**src/rtl/core/wpm_pkg.sv**
```systemverilog
// ----------------------------------------------------------------------------
// wpm_pkg
// Shared constants, codes and the word carried along the rule cell chain.
// ----------------------------------------------------------------------------
package wpm_pkg;

	localparam int RULES  = 16;
	localparam int CHARS  = 64;
	localparam int ADDR_W = $clog2(CHARS);
	localparam int POS_W  = $clog2(CHARS + 2);

	typedef enum logic [1:0] {
		CMD_CHAR,
		CMD_HDR,
		CMD_START,
		CMD_PATH
	} cmd_t;

	typedef enum logic [1:0] {
		V_ALLOW,
		V_DENY,
		V_NONE,
		V_EMPTY
	} verdict_t;

	typedef enum logic [2:0] {
		M_CMP,
		M_SKIP,
		M_ALL,
		M_FAIL,
		M_SCAN,
		M_TAIL
	} mode_t;

	localparam logic [7:0] CH_STAR  = 8'h2A;
	localparam logic [7:0] CH_COLON = 8'h3A;
	localparam logic [7:0] CH_SLASH = 8'h2F;

	typedef struct packed {
		logic        valid;
		cmd_t        cmd;
		logic [3:0]  idx;
		logic [5:0]  pos;
		logic [7:0]  ch;
		logic [6:0]  len;
		logic        allow;
		logic [63:0] method;
		logic        empty;
		logic        found;
		logic [3:0]  which;
		logic        hit_allow;
	} word_t;

	function automatic logic [7:0] fold(input logic [7:0] b);
		logic [7:0] r;
		r = b;
		if (b >= 8'h41 && b <= 8'h5A) begin
			r = b + 8'd32;
		end
		return r;
	endfunction

	function automatic logic method_ok(input logic [63:0] m, input logic [63:0] q);
		logic       ok;
		logic       done;
		logic [7:0] a;
		logic [7:0] b;
		ok   = 1'b1;
		done = 1'b0;
		if (m[7:0] == CH_STAR && m[15:8] == 8'd0) begin
			done = 1'b1;
		end
		for (int i = 0; i < 8; i++) begin
			a = fold(m[8*i +: 8]);
			b = fold(q[8*i +: 8]);
			if (!done) begin
				if (a != b) begin
					ok   = 1'b0;
					done = 1'b1;
				end else if (a == 8'd0) begin
					done = 1'b1;
				end
			end
		end
		return ok;
	endfunction

endpackage

```
**src/rtl/core/wpm_ram.sv**
```systemverilog
// ----------------------------------------------------------------------------
// wpm_ram
// Generic RAM, one write port, two read ports, registered read data.
// ----------------------------------------------------------------------------
module wpm_ram #(
	parameter int WIDTH = 8,
	parameter int DEPTH = 64
) (
	input  logic                     clk,
	input  logic                     we,
	input  logic [$clog2(DEPTH)-1:0] waddr,
	input  logic [WIDTH-1:0]         wdata,
	input  logic [$clog2(DEPTH)-1:0] raddr_a,
	input  logic [$clog2(DEPTH)-1:0] raddr_b,
	output logic [WIDTH-1:0]         rdata_a,
	output logic [WIDTH-1:0]         rdata_b
);

	logic [WIDTH-1:0] mem [DEPTH];

	always_ff @(posedge clk) begin
		if (we) begin
			mem[waddr] <= wdata;
		end
		rdata_a <= mem[raddr_a];
		rdata_b <= mem[raddr_b];
	end

endmodule

```
**src/rtl/core/wpm_cell.sv**
```systemverilog
// ----------------------------------------------------------------------------
// wpm_cell
// One rule: pattern store, streaming matcher, and its slot in the word chain.
// ----------------------------------------------------------------------------
module wpm_cell (
	input  logic           clk,
	input  logic           arst_n,
	input  logic           adv,
	input  logic           enabled,
	input  logic [3:0]     rule_id,
	input  wpm_pkg::word_t word_in,
	output wpm_pkg::word_t word_out,
	output logic           busy
);
	import wpm_pkg::*;

	mode_t             mode_q, mode_d;
	logic [POS_W-1:0]  p_q, p_d, p1, p2;
	logic              ts_q, ts_d;
	logic [POS_W-1:0]  len_q;
	logic [63:0]       meth_q;
	logic              allow_q;
	word_t             word_q, word_d;

	logic              we;
	logic [ADDR_W-1:0] ra_a, ra_b;
	logic [7:0]        ram_a, ram_b, wdata_q;
	logic              fwd_a_q, fwd_b_q;
	logic [7:0]        pc0, pc1;
	logic              term0, term1;

	logic              is_path, is_nul, is_byte, is_clear, mine, live, tail_need, path_hit;

	mode_t             sc_mode, st_mode, tl_mode;
	logic [POS_W-1:0]  sc_p, st_p, tl_p, s_end;
	logic              sc_ts, st_ts, s_done;
	logic [7:0]        s_tc;

	assign p1   = p_q + 1'b1;
	assign p2   = p_q + 2'd2;
	assign ra_a = p_d[ADDR_W-1:0];
	assign ra_b = ADDR_W'(p_d + 1'b1);

	assign we = adv && mine && word_in.cmd == CMD_CHAR && $unsigned(word_in.pos) < CHARS;

	wpm_ram #(.WIDTH(8), .DEPTH(CHARS)) u_ram (
		.clk     (clk),
		.we      (we),
		.waddr   (word_in.pos[ADDR_W-1:0]),
		.wdata   (word_in.ch),
		.raddr_a (ra_a),
		.raddr_b (ra_b),
		.rdata_a (ram_a),
		.rdata_b (ram_b)
	);

	always_comb begin
		pc0   = (p_q < len_q) ? (fwd_a_q ? wdata_q : ram_a) : 8'd0;
		pc1   = (p1 < len_q) ? (fwd_b_q ? wdata_q : ram_b) : 8'd0;
		term0 = pc0 == 8'd0 || pc0 == CH_SLASH;
		term1 = pc1 == 8'd0 || pc1 == CH_SLASH;
	end

	always_comb begin
		is_path   = word_in.valid && word_in.cmd == CMD_PATH;
		is_nul    = is_path && word_in.ch == 8'd0;
		is_byte   = is_path && word_in.ch != 8'd0;
		is_clear  = (word_in.valid && word_in.cmd == CMD_START) || is_nul;
		mine      = word_in.valid && word_in.idx == rule_id &&
			(word_in.cmd == CMD_CHAR || word_in.cmd == CMD_HDR);
		live      = mode_q == M_CMP || mode_q == M_SKIP;
		tail_need = live && pc0 == CH_STAR && pc1 == CH_STAR;
		busy      = (mode_q == M_SCAN && (mine || (is_path &&
			(ts_q || word_in.ch == CH_SLASH || word_in.ch == 8'd0)))) ||
			mode_q == M_TAIL || (is_nul && tail_need);
		path_hit  = mode_q == M_ALL ||
			(live && (pc0 == 8'd0 || (pc0 == CH_STAR && pc1 == 8'd0)));
	end

	// named segment: walk the pattern two chars a cycle to the next slash or end
	always_comb begin
		s_done = 1'b1;
		s_end  = p_q;
		s_tc   = pc0;
		if (!term0) begin
			if (term1) begin
				s_end = p1;
				s_tc  = pc1;
			end else begin
				s_done = 1'b0;
			end
		end
		sc_mode = M_SCAN;
		sc_p    = p2;
		sc_ts   = ts_q;
		if (s_done) begin
			sc_ts = 1'b0;
			if (ts_q) begin
				sc_mode = (s_tc == CH_SLASH) ? M_CMP : M_FAIL;
				sc_p    = s_end + 1'b1;
			end else begin
				sc_mode = M_SKIP;
				sc_p    = s_end;
			end
		end
	end

	always_comb begin
		st_mode = M_FAIL;
		st_p    = p_q;
		st_ts   = 1'b0;
		if (pc0 == 8'd0) begin
			st_mode = M_FAIL;
		end else if (pc0 == CH_STAR) begin
			if (pc1 == CH_STAR) begin
				st_mode = M_ALL;
			end else if (word_in.ch != CH_SLASH) begin
				st_mode = M_SKIP;
				st_p    = p1;
			end else if (pc1 == CH_COLON) begin
				st_mode = M_SCAN;
				st_p    = p1;
				st_ts   = 1'b1;
			end else if (pc1 == CH_SLASH) begin
				st_mode = M_CMP;
				st_p    = p2;
			end
		end else if (pc0 == CH_COLON) begin
			st_mode = M_SCAN;
			st_ts   = word_in.ch == CH_SLASH;
		end else if (pc0 == word_in.ch) begin
			st_mode = M_CMP;
			st_p    = p1;
		end
	end

	// trailing stars at end of path
	always_comb begin
		tl_mode = M_TAIL;
		tl_p    = p2;
		if (pc0 == 8'd0) begin
			tl_mode = M_CMP;
			tl_p    = p_q;
		end else if (pc0 != CH_STAR) begin
			tl_mode = M_FAIL;
			tl_p    = p_q;
		end else if (pc1 == 8'd0) begin
			tl_mode = M_CMP;
			tl_p    = p1;
		end else if (pc1 != CH_STAR) begin
			tl_mode = M_FAIL;
			tl_p    = p_q;
		end
	end

	always_comb begin
		mode_d = mode_q;
		p_d    = p_q;
		ts_d   = ts_q;
		if (adv) begin
			if (is_clear) begin
				mode_d = M_CMP;
				p_d    = '0;
				ts_d   = 1'b0;
			end else if (is_byte && (mode_q == M_CMP ||
				(mode_q == M_SKIP && word_in.ch == CH_SLASH))) begin
				mode_d = st_mode;
				p_d    = st_p;
				ts_d   = st_ts;
			end else if (mode_q == M_SCAN) begin
				mode_d = sc_mode;
				p_d    = sc_p;
				ts_d   = sc_ts;
			end
		end else if (mode_q == M_SCAN) begin
			mode_d = sc_mode;
			p_d    = sc_p;
			ts_d   = sc_ts;
		end else if (mode_q == M_TAIL) begin
			mode_d = tl_mode;
			p_d    = tl_p;
		end else if (is_nul && tail_need) begin
			mode_d = M_TAIL;
			p_d    = p2;
		end
	end

	always_comb begin
		word_d = word_in;
		if (is_nul && !word_in.found && enabled && path_hit &&
			method_ok(meth_q, word_in.method)) begin
			word_d.found     = 1'b1;
			word_d.which     = rule_id;
			word_d.hit_allow = allow_q;
		end
	end

	always_ff @(posedge clk or negedge arst_n) begin
		if (!arst_n) begin
			mode_q  <= M_CMP;
			p_q     <= '0;
			ts_q    <= 1'b0;
			len_q   <= '0;
			meth_q  <= '0;
			allow_q <= 1'b0;
			word_q  <= '0;
			fwd_a_q <= 1'b0;
			fwd_b_q <= 1'b0;
		end else begin
			mode_q  <= mode_d;
			p_q     <= p_d;
			ts_q    <= ts_d;
			fwd_a_q <= we && word_in.pos[ADDR_W-1:0] == ra_a;
			fwd_b_q <= we && word_in.pos[ADDR_W-1:0] == ra_b;
			if (adv) begin
				word_q <= word_d;
				if (mine && word_in.cmd == CMD_HDR) begin
					len_q   <= (word_in.len > 7'(CHARS)) ? POS_W'(CHARS) : POS_W'(word_in.len);
					meth_q  <= word_in.method;
					allow_q <= word_in.allow;
				end
			end
		end
	end

	always_ff @(posedge clk) begin
		wdata_q <= word_in.ch;
	end

	assign word_out = word_q;

endmodule

```
**config.mk**
```make
export PLATFORM = sky130hd
export DESIGN_NAME = wpm_cell
export DESIGN_NICKNAME = d
export VERILOG_FILES = /design/src/rtl/core/wpm_pkg.sv /design/src/rtl/core/wpm_ram.sv /design/src/rtl/core/wpm_cell.sv
export SDC_FILE = /design/constraint.sdc
export NUM_CORES = 1
export LEC_CHECK = 0
export ABC_AREA = 1
export BUFFER_PORTS_ARGS = -buffer_cell sky130_fd_sc_hd__buf_4
export CORE_MARGIN = 10
export CORE_UTILIZATION = 31
export DETAILED_ROUTE_END_ITERATION = 10
export PLACE_DENSITY = 0.51
export SYNTH_ARGS = -nofsm -noshare
export SYNTH_HDL_FRONTEND = slang
export SYNTH_SLANG_ARGS = --single-unit
```
**constraint.sdc**
```tcl
create_clock -name clk -period 6.9 [get_ports clk]
set_input_delay 2.07 -clock clk [delete_from_list [all_inputs] [get_ports clk]]
set_output_delay 2.07 -clock clk [all_outputs]
set_load 0.01 [all_outputs]
```
Yosys cells after proc, flatten, opt, wreduce, memory -nomap -nowiden --
Memory sizes are Yosys's and may differ from the RTL's. A register that Yosys moved wholly into a read port is not among the register bits. Cells that the tools add are included.
Storage, ports and cells: memories 1, input bits 108, flip-flop bits (word level) 193, output and inout port bits 101, bits in writable memories 512
Memory list:
- u_ram.mem | words 64, bits a word 8, read ports 2, clocked after Yosys merged registers in 2, write ports 1, RTL line wpm_ram.sv:19 | logic [WIDTH-1:0] mem [DEPTH];
Cells by class: $add $sub $neg 20, equality and inequality tests 32, magnitude comparators 35, muxes and demuxes 122, reductions and logical operators 72
Operators by type and width (count):
- $mux W8 | 22
- $mux W7 | 24
- $add A8 B6 Y8 const B | 16
- $ge A8 B7 Y1 const B | 16
- $le A8 B7 Y1 const B | 16
- $logic_not A8 Y1 | 11
- $eq A8 B6 Y1 const B | 9
- $ne A8 B8 Y1 | 8
- $mux W3 | 18
- $mux W1 | 53
- $logic_and A1 B1 Y1 | 41
- $ne A8 B6 Y1 const B | 3
- $add A7 B1 Y7 const B | 2
- $lt A7 B7 Y1 | 2
- $logic_or A1 B1 Y1 | 13
- $eq A6 B6 Y1 | 2
- $eq A8 B8 Y1 | 1
- $mux W2 | 4
- $reduce_bool A8 Y1 | 1
- $add A7 B2 Y7 const B | 1
- $gt A7 B7 Y1 const B | 1
- $add A6 B1 Y6 const B | 1
- $eq A3 B3 Y1 const B | 2
- $mux W6 | 1
- 11 further kinds | 13

Logic depth before layout (Yosys ltp) --
Gate-level depths: netlist (run 1).
depth in word-level cells 22, gate-level depth with buffers 43

Cells and area by module --
A second synthesis (run 1) with hierarchy kept.
Second synthesis, totals: cells, all modules 4726, area, all modules 39018.7 µm²
By module, submodules not included:
- wpm_ram | seq. area each 15695.1 µm², times used 1, area each 26785.7 µm², cells an instance 3008
- wpm_cell | seq. area each 4789.6 µm², times used 1, area each 12233.0 µm², cells an instance 1718

Worst setup path before layout (run 1) --
No wires, ideal clock.
path type register to register, start reg p_q[0], end reg u_ram.rdata_b[4] (read register of u_ram.mem), cell stages (with the launch flop) 41, setup time 0.058 ns, buffers on the path 6, data arrival time 5.333 ns, slack 1.509 ns, data required time 6.842 ns, cells stage by stage dfrtp_1 > ha_1 > nand3_1 > nor2_1 > xor2_1 > inv_1 > ha_1 > nand2_1 > inv_1 > a21oi_1 > and2_1 > o21ai_0 > nand3b_1 > nand2_1 > nand2_4 > buf_6 > nand2_2 > nand2_2 > [... 5 more ...] > nand2_1 > nand2_1 > nor2_1 > nand2_1 > nand2_1 > buf_2 > buf_4 > buf_2 > ha_1 > inv_1 > clkbuf_1 > clkbuf_1 > nand3_1 > nand3_1 > nand3_1 > nand3_1 > nand3_1 > nand2_1
Between the ends: cells in the longest elaborated chain, start to end 15, elaborated cells on any way between the ends 49, those cells by class 4 x add/sub; 2 x order compare; 9 x eq/ne; 27 x mux; 7 x reduce/logical
RTL lines:
- from (decl) | RTL line wpm_cell.sv:18 | logic [POS_W-1:0] p_q, p_d, p1, p2;
- from (signal assigned) | RTL line wpm_cell.sv:211 | p_q <= p_d;
- $add A7 B1 Y7 | RTL line wpm_cell.sv:39 | assign p1 = p_q + 1'b1;
- $lt A7 B7 Y1 | RTL line wpm_cell.sv:59 | pc1 = (p1 < len_q) ? (fwd_b_q ? wdata_q : ram_b) : 8'd0;
- $mux W8 | RTL line wpm_cell.sv:59
- $eq A8 B6 Y1 or $logic_not A8 Y1 (tied branches) | RTL line wpm_cell.sv:61, wpm_cell.sv:124, wpm_cell.sv:147
- $logic_or A1 B1 Y1 | RTL line wpm_cell.sv:61 | term1 = pc1 == 8'd0 || pc1 == CH_SLASH;
- $mux W7 | RTL line wpm_cell.sv:86 | if (term1) begin
- $mux W7 | RTL line wpm_cell.sv:85 | if (!term0) begin
- $add A7 B1 Y7 | RTL line wpm_cell.sv:100 | sc_p = s_end + 1'b1;
- $mux W7 | RTL line wpm_cell.sv:98 | if (ts_q) begin
- $mux W7 | RTL line wpm_cell.sv:96 | if (s_done) begin
- $mux W7 | RTL line wpm_cell.sv:170 | end else if (mode_q == M_SCAN) begin
- $mux W7 | RTL line wpm_cell.sv:165 | end else if (is_byte && (mode_q == M_CMP ||
- $mux W7 | RTL line wpm_cell.sv:161 | if (is_clear) begin
- $mux W7 (*) | RTL line wpm_cell.sv:160 | if (adv) begin
- net p_d[1] | RTL line wpm_cell.sv:18
- $add A6 B1 Y6 (*) | RTL line wpm_cell.sv:42 | assign ra_b = ADDR_W'(p_d + 1'b1);
- to (decl) | RTL line wpm_ram.sv:16 | output logic [WIDTH-1:0] rdata_b
Mark *: on every way through the listed nets, which the timed path passes. The rest lies on a longest branch. A chain may end at the register's enable or synchronous reset.

Worst setup path in the final report (run 1) --
start reg p_q[4], end reg u_ram.rdata_b[7] (read register of u_ram.mem)
Between the ends: cells in the longest elaborated chain, start to end 15, elaborated cells on any way between the ends 49, those cells by class 4 x add/sub; 2 x order compare; 9 x eq/ne; 27 x mux; 7 x reduce/logical
RTL lines (RTL line):
- $add A7 B1 Y7 | wpm_cell.sv:39
- $lt A7 B7 Y1 | wpm_cell.sv:59
- $mux W8 | wpm_cell.sv:59
- $eq A8 B6 Y1 or $logic_not A8 Y1 (tied branches) | wpm_cell.sv:61, wpm_cell.sv:124, wpm_cell.sv:147
- $logic_or A1 B1 Y1 | wpm_cell.sv:61
- $mux W7 | wpm_cell.sv:86
- $mux W7 | wpm_cell.sv:85
- $add A7 B1 Y7 | wpm_cell.sv:100
- $mux W7 | wpm_cell.sv:98
- $mux W7 | wpm_cell.sv:96
- $mux W7 | wpm_cell.sv:170
- $mux W7 | wpm_cell.sv:165
- $mux W7 | wpm_cell.sv:161
- $mux W7 (*) | wpm_cell.sv:160
- $add A6 B1 Y6 (*) | wpm_cell.sv:42
Mark *: on every way between the ends. The rest lies on a longest branch, timed or not.

==> results of run 1 <==
Yosys cell counts, types with 17 or more instances:
library cell | n | area share, %
nor2_1 | 215 | 2.0
nor3_1 | 32 | 0.39
buf_6 | 19 | 0.52
nand3_1 | 1423 | 17
inv_2 | 19 | 0.17
xor2_1 | 27 | 0.58
clkbuf_1 | 126 | 1.2
edfxtp_1 | 512 | 38
nand4_1 | 32 | 0.49
buf_4 | 23 | 0.42
o21ai_0 | 231 | 2.8
dfxtp_1 | 24 | 1.2
inv_1 | 686 | 6.3
nand2_1 | 1198 | 11
a21oi_1 | 43 | 0.53
ha_1 | 32 | 0.98
dfrtp_1 | 185 | 11
o21ai_1 | 17 | 0.21
buf_1 | 26 | 0.24
nand3b_1 | 39 | 0.71
buf_2 | 117 | 1.4
per-stage QoR:
step                area [µm²]  util (%)  total power (W)  instances
floorplan                41000         -           0.0131       5162
global placement         44600      33.9           0.0179       6957
detailed placement       44600      33.9           0.0179       6957
CTS                      47400      36.1           0.0226       7118
global route             47400      36.1           0.0240       7119
finish                   47500      36.1           0.0227       7121
power by group through the flow:
| stage | logic, W | clock network, W | registers [W] |
|---|---|---|---|
| after floorplan | 0.00798 | 0 | 0.00510 |
| after global placement | 0.0127 | 0 | 0.00516 |
| after detailed placement | 0.0127 | 0 | 0.00516 |
| after CTS | 0.0127 | 0.00481 | 0.00507 |
| after global routing | 0.0139 | 0.00496 | 0.00510 |
| final | 0.0129 | 0.00470 | 0.00508 |
area by class of cell:
type,count,area [µm²]
Timing Repair Buffer,351,2880
Antenna cell,3,7.51
Tap cell,1755,2200
Multi-Input combinational cell,3418,16300
Fill cell,13677,83800
Inverter,712,2680
Sequential cell,721,20500
Clock inverter,50,464
Clock buffer,111,2420
worst max-delay path by stage:
stage | start | to | slack [ns]
finish | p_q[4] | u_ram.rdata_b[7] | 0.56
global route | p_q[1] | u_ram.rdata_b[7] | 0.05
CTS | p_q[4] | u_ram.rdata_b[7] | 0.57
detailed placement | word_in[86] | u_ram.rdata_b[7] | 0.55
global placement | word_in[86] | u_ram.rdata_b[7] | 0.61
floorplan | p_q[0] | u_ram.rdata_b[4] | 1.51
worst max-delay path: cells and delay by family, from the launching register on:
kind	cells	cell delay, ns
and+or+nand+nor	24	3.42
buffers and inverters	5	0.83
adders and majority gates	3	0.70
DFF	1	0.54
AOI/OAI and AO/OA	1	0.43
xor gates and xnor gates	1	0.25
registers in the layout (all words and copies together) (netlist names):
name and cells:
meth_q 64, allow_q 1, u_ram.rdata_b 8, word_out 100, p_q 7, fwd_a_q 1
mode_q 3, wdata_q 8, fwd_b_q 1, u_ram.mem 512, len_q 7, u_ram.rdata_a 8
ts_q 1
metal layers:
layer	vias to the layer above	track usage, %	wire length (µm)
li1	17457	-	-
met1	17766	28.0	66500
met2	1734	30.2	66000
met3	281	3.83	13600
met4	2	6.44	5210
met5	-	0	12
cell families after synthesis:
group                      share of synthesized area, %
AOI/OAI and AO/OA                                  4.59
and+or+nand+nor                                    33.1
DFF                                                50.0
adders and majority gates                         0.978
buffers and inverters                              10.3
xor gates and xnor gates                          0.971
==> results.md, run 1 <==
- Status: finished, final reports clean
- Grt ovf: 0
- Worst hold path endpoint: allow_q
- Slew Viols, Final: 0
- Crit path DAT: around 6.9 ns
- RR Endpoint: u_ram.rdata_b[7]
- Post-cts hold buffer count: 0
- Worst slew pin tran: about 1 ns
- VDD IR max: about 0.64 mV
- Clock root buffer: clkbuf_16
- Sw Share: between 50% and 60%
- Setup violators final: 0
- Worst-path clk slew: 0.06 ns
- CTS Buf Count: 86
- Synth cell types: between 50 and 60
- FF+latch count, synth: around 720
- Hold Path Class: reg -> reg
- Commonest non-fill, non-tap cell in the layout: nand3_1
- Largest net degree at the start of global routing: ~190
- Crit. End Element: flop
- Clk pwr share: 20.7%
- Final Hold Vio Count: 0
- Post-synth EDFFs: approximately 510
- Initial DRC Count: 4299
- Drt first pass iters: 6
- Chip Width: around 380 µm
- Critical Path Max Stage Delay: around 0.58 ns
- Pwr Density: between 400 and 500 mW/mm²
- Internal power: between 0.01 and 0.015 W
- Rows: between 100 and 150
- Part of the power in registers: about 22%
- Critical-path top delay cell: buf_4
- CP Class: reg -> reg
- Startpoint types: flop
- Synth Warn #: 0
- Switching Power: approximately 0.011 W
- Final #Nets: approximately 5400
- Sequential area share after synthesis: between 50 and 60%
- RSZ-0062 raised after global routing: no
- First-pass GRT wire length: approximately 230 mm
- Static leakage: roughly 21 nW
- Post-Syn Area per Cell: about 7.9 µm²
- Total core area: 0.131 mm²
- Setup ws final: ~0.56 ns
- Period minus WS final: ~6.3 ns
- Share of cells above drive strength 1: around a tenth
- Slew headroom: about a third
- FMAX: between 150 and 200 MHz
- Vias in the first global route: around 34000
- Detail Placement HPWL: approximately 100 mm
- Comb power frac: between 50% and 60%
- Clock Sinks: between 700 and 800
- Asr flop ratio synth: 25.7%
- WHS Path Cells: 2
- Detail Route Antenna Nets: 0
- Fin crit share: approximately nine tenths
- Synth Flop Type: edfxtp_1
- R2R cell count: 34
- Hold Crit Start: allow_q
- Number of max-cap violations: 0
- Gr usage total: 19.8%
- DRC violations left: 0
- Initial antenna violation count: 3
- Crit-path most repeated cell: nand2_1
- Most frequent cells in the layout: 1423 x nand3_1, 1197 x nand2_1, 685 x inv_1, 512 x edfxtp_1, 331 x buf_4
- Worst-Skew Late Latency: around 0.70 ns
- Total number of vias: 37240
- CTS tree: yes
- Area Growth Syn to Fin: 15.9%
- Io pins: 209
- Setup TNS: 0 ns
- Pre-CTS setup slack: roughly 0.55 ns
- R2r setup slk: approximately 0.56 ns
- Synth Net Count: roughly 5300
- CP max FO: 41
- CTS max path bufs: 3
- Fin Clk Skew: 0.0255 ns
- Wire per inst: ~21 µm
- H-tree levels: 3
- Synth Instances: ~5200
- GP Congestion: between 0.9 and 1
- Mapped cell area: just over 0.04 mm²
- Worst Path Required: around 7.5 ns
- Hold slack: roughly 0.47 ns
- IO buf count: 208
- Die height: 383 µm
- Crit Reg-Reg Startpoint: p_q[4]
- Postcts setup bufs: 0
- Post-CTS Resized: 0
- Initial core utilization: a little over 30%
- Area of the die: 0.147 mm²
- Number of vias per cell: approximately 5.2
- Final WL: ~150 mm
Power figures use the tool's default switching activity.
==> inputs of run 2 (changes only) <==
Settings changed: CAP_MARGIN from default to 0, PLACE_DENSITY 0.51 to 0.44, TNS_END_PERCENT from default to 5.
==> results.md, run 2 (synthesis gave the netlist of run 1 again) <==
- Fin crit share: 94.4% (+2.6 points)
- Hold slack: 0.470 ns (+0.0000200 ns)
- Worst slew pin tran: 1.07 ns (+0.0428 ns)
- Setup violators final: 0 (unchanged)
- Initial DRC Count: 3852 (-10%)
- Startpoint types: flop
- Largest delay share family, worst path: simple AND/OR/NAND/NOR gates
- Post-route cell area: 0.0475 mm² (about the same)
- DRC violations left: 0 (unchanged)
- Gr usage total: 21.5% (+1.7 points)
- Setup ws final: 0.384 ns (-0.176 ns)
- Rows: 133 (unchanged)
- Io pins: 209 (unchanged)
- Final WL: 164 mm (+8.7%)
- Initial core utilization: 31.2% (unchanged)
- CP max FO: 7 (-83%)
- Number of vias per cell: 5.19 (-0.85%)
- Fin Clk Skew: 0.0262 ns (+0.000701 ns)
- Pre-CTS setup slack: 0.622 ns (+0.0753 ns)
- Worst-Skew Late Latency: 0.72 ns (+0.02 ns)
- Post-cts hold buffer count: 0 (unchanged)
- Crit-path most repeated cell: nand2_1
- Detail Placement HPWL: 112 mm (+10%)
- IO buf count: 208 (unchanged)
- Placed Area: 0.0446 mm² (about the same)
- Share of cells above drive strength 1: 10.5% (about the same)
- Critical Path Max Stage Delay: 0.55 ns (-0.03 ns)
- Area Growth Syn to Fin: 16.0% (about the same)
- Worst Path Required: 4.83 ns (-2.66 ns)
- Status: finished, final reports clean
- Postcts setup bufs: 0 (unchanged)
- Critical-path top delay cell: dfrtp_1
- Max reg flops: 512 (unchanged)
- Post-CTS Resized: 0 (unchanged)
- RSZ-0062 raised after global routing: no
- Worst hold path endpoint: word_out[78]
- Chip Width: 383 µm (unchanged)
- Largest net degree at the start of global routing: 195 (+3.7%)
- Initial antenna violation count: 11 (+8)
- Period minus WS final: 6.52 ns (+0.176 ns)
- First-pass GRT wire length: 239 mm (+6.3%)
- H-tree levels: 3 (unchanged)
- Total number of vias: 36939 (-0.81%)
- Pwr Density: 486 mW/mm² (+1.8%)
- Non-filler cells in the finished layout: 7124 (+0.042%)
- Most frequent cells in the layout: 1423 x nand3_1, 1196 x nand2_1, 685 x inv_1, 512 x edfxtp_1, 330 x buf_4
- Wire per inst: 23.1 µm (+8.6%)
- Clock Sinks: 721 (unchanged)
- Vias in the first global route: 34423 (+0.51%)
- Worst-path clk slew: 0.06 ns (about the same)
- Slew headroom: 29.0% (-2.6 points)
- Crit path DAT: 4.45 ns (-2.48 ns)
- CP Cell Sequence: ha_1 -> nand3_1 -> nor2_1 -> xor2_1 -> inv_1 -> ha_1 -> nand2_1 -> inv_1 -> a21oi_2 -> nand3_1 -> nor2_1 -> nand2_2 -> inv_2 -> nand4_1 -> nand2_1 -> inv_2 -> nand2_1 -> buf_4
- Total core area: 0.131 mm² (unchanged)
- Post-Place Cells: 6956 (-0.014%)
- Number of max-cap violations: 0 (unchanged)
- RR Endpoint: u_ram.rdata_a[0]
- Worst Setup SP: p_q[0]
- Drt first pass iters: 6 (unchanged)
- FMAX: 153 MHz (-2.7%)
- CTS max path bufs: 3 (unchanged)
- WHS Path Cells: 2 (unchanged)
- Die height: 383 µm (unchanged)
- Slew Viols, Final: 0 (unchanged)
- Setup TNS: 0 ns (unchanged)
- CTS tree: yes
- VDD IR max: 0.584 mV (-8.2%)
- Crit Reg-Reg Startpoint: p_q[0]
- Grt ovf: 0 (unchanged)
- Area of the die: 0.147 mm² (unchanged)
- Hold Path Class: reg -> reg
- Largest Register: u_ram.mem
- Final #Nets: 5433 (+0.055%)
- CP Class: reg -> out
- Clock root buffer: clkbuf_16
- Crit path buf inv count: 5 (unchanged)
- Final Hold Vio Count: 0 (unchanged)
- Commonest non-fill, non-tap cell in the layout: nand3_1
- R2R cell count: 32 (-5.9%)
- Crit. End Element: output pin
- R2r setup slk: 0.72 ns (+0.16 ns)
- GP Congestion: 0.930 (+2.0%)
- Static leakage: 21.2 nW (about the same)
- Detail Route Antenna Nets: 0 (unchanged)
- CTS Buf Count: 90 (+4.7%)
- Hold Crit Start: word_out[78]
==> run 2: cell count changes in the layout (fill, tap and decap cells not counted), moves of 2 or more <==
cell        change
clkinvlp_4      -2
diode_2         +4
clkbuf_16       +2
clkinv_2        -3
clkbuf_8        +4
bufinv_16       -2
inv_16          +2
clkbuf_1        +3
==> run 2: metal layers <==
layer  wire, µm  part of all wire, %  GRT usage, %  up-vias
met3      12200                  7.4          3.87      245
met2      73500                   45          34.0     1443
li1           -                    -             -    17450
met5         42                0.026             0        -
met1      73100                   44          29.6    17795
met4       5600                  3.4          6.96        6
==> run 2: worst register-to-register path: cells and delay by family, from the launching register on <==
kind	cells	cell delay, ns
simple gates	20	2.86
buf+inv	6	1.23
fa+ha+maj	3	0.76
flops	1	0.55
compound gates	2	0.35
xor+xnor	1	0.32
==> run 2: metrics by stage <==
step	utilization (%)	total power, W
2_1_floorplan	-	0.0131
3_3_place_gp	33.9	0.0183
3_5_place_dp	33.9	0.0182
4_1_cts	36.2	0.0231
5_1_grt	36.2	0.0243
6_report	36.2	0.0231
==> run 2: layout make-up <==
| class | count | area, µm² |
|---|---|---|
| fillers | 13710 | 83800 |
| flip-flops and latches | 721 | 20500 |
| multi-input cells | 3418 | 16300 |
| repair buffers | 350 | 2870 |
| inverters | 712 | 2680 |
| clock buffers | 120 | 2540 |
| well taps | 1755 | 2200 |
| clock inverters | 41 | 379 |
| diodes | 7 | 17.5 |
==> run 2: worst max-delay path by stage <==
stage | to | cells after the start
detailed placement | u_ram.rdata_a[0] | 32
global placement | u_ram.rdata_b[3] | 35
floorplan | u_ram.rdata_b[4] | 40
global route | busy | 18
CTS | busy | 18
finish | busy | 18
==> run 2: power breakdown <==
group | internal (W) | total (W) | switching, W | leakage (nW)
registers | 0.00488 | 0.00511 | 0.000227 | 6.99
logic | 0.00361 | 0.0132 | 0.00960 | 12.8
clock network | 0.00280 | 0.00478 | 0.00199 | 1.45
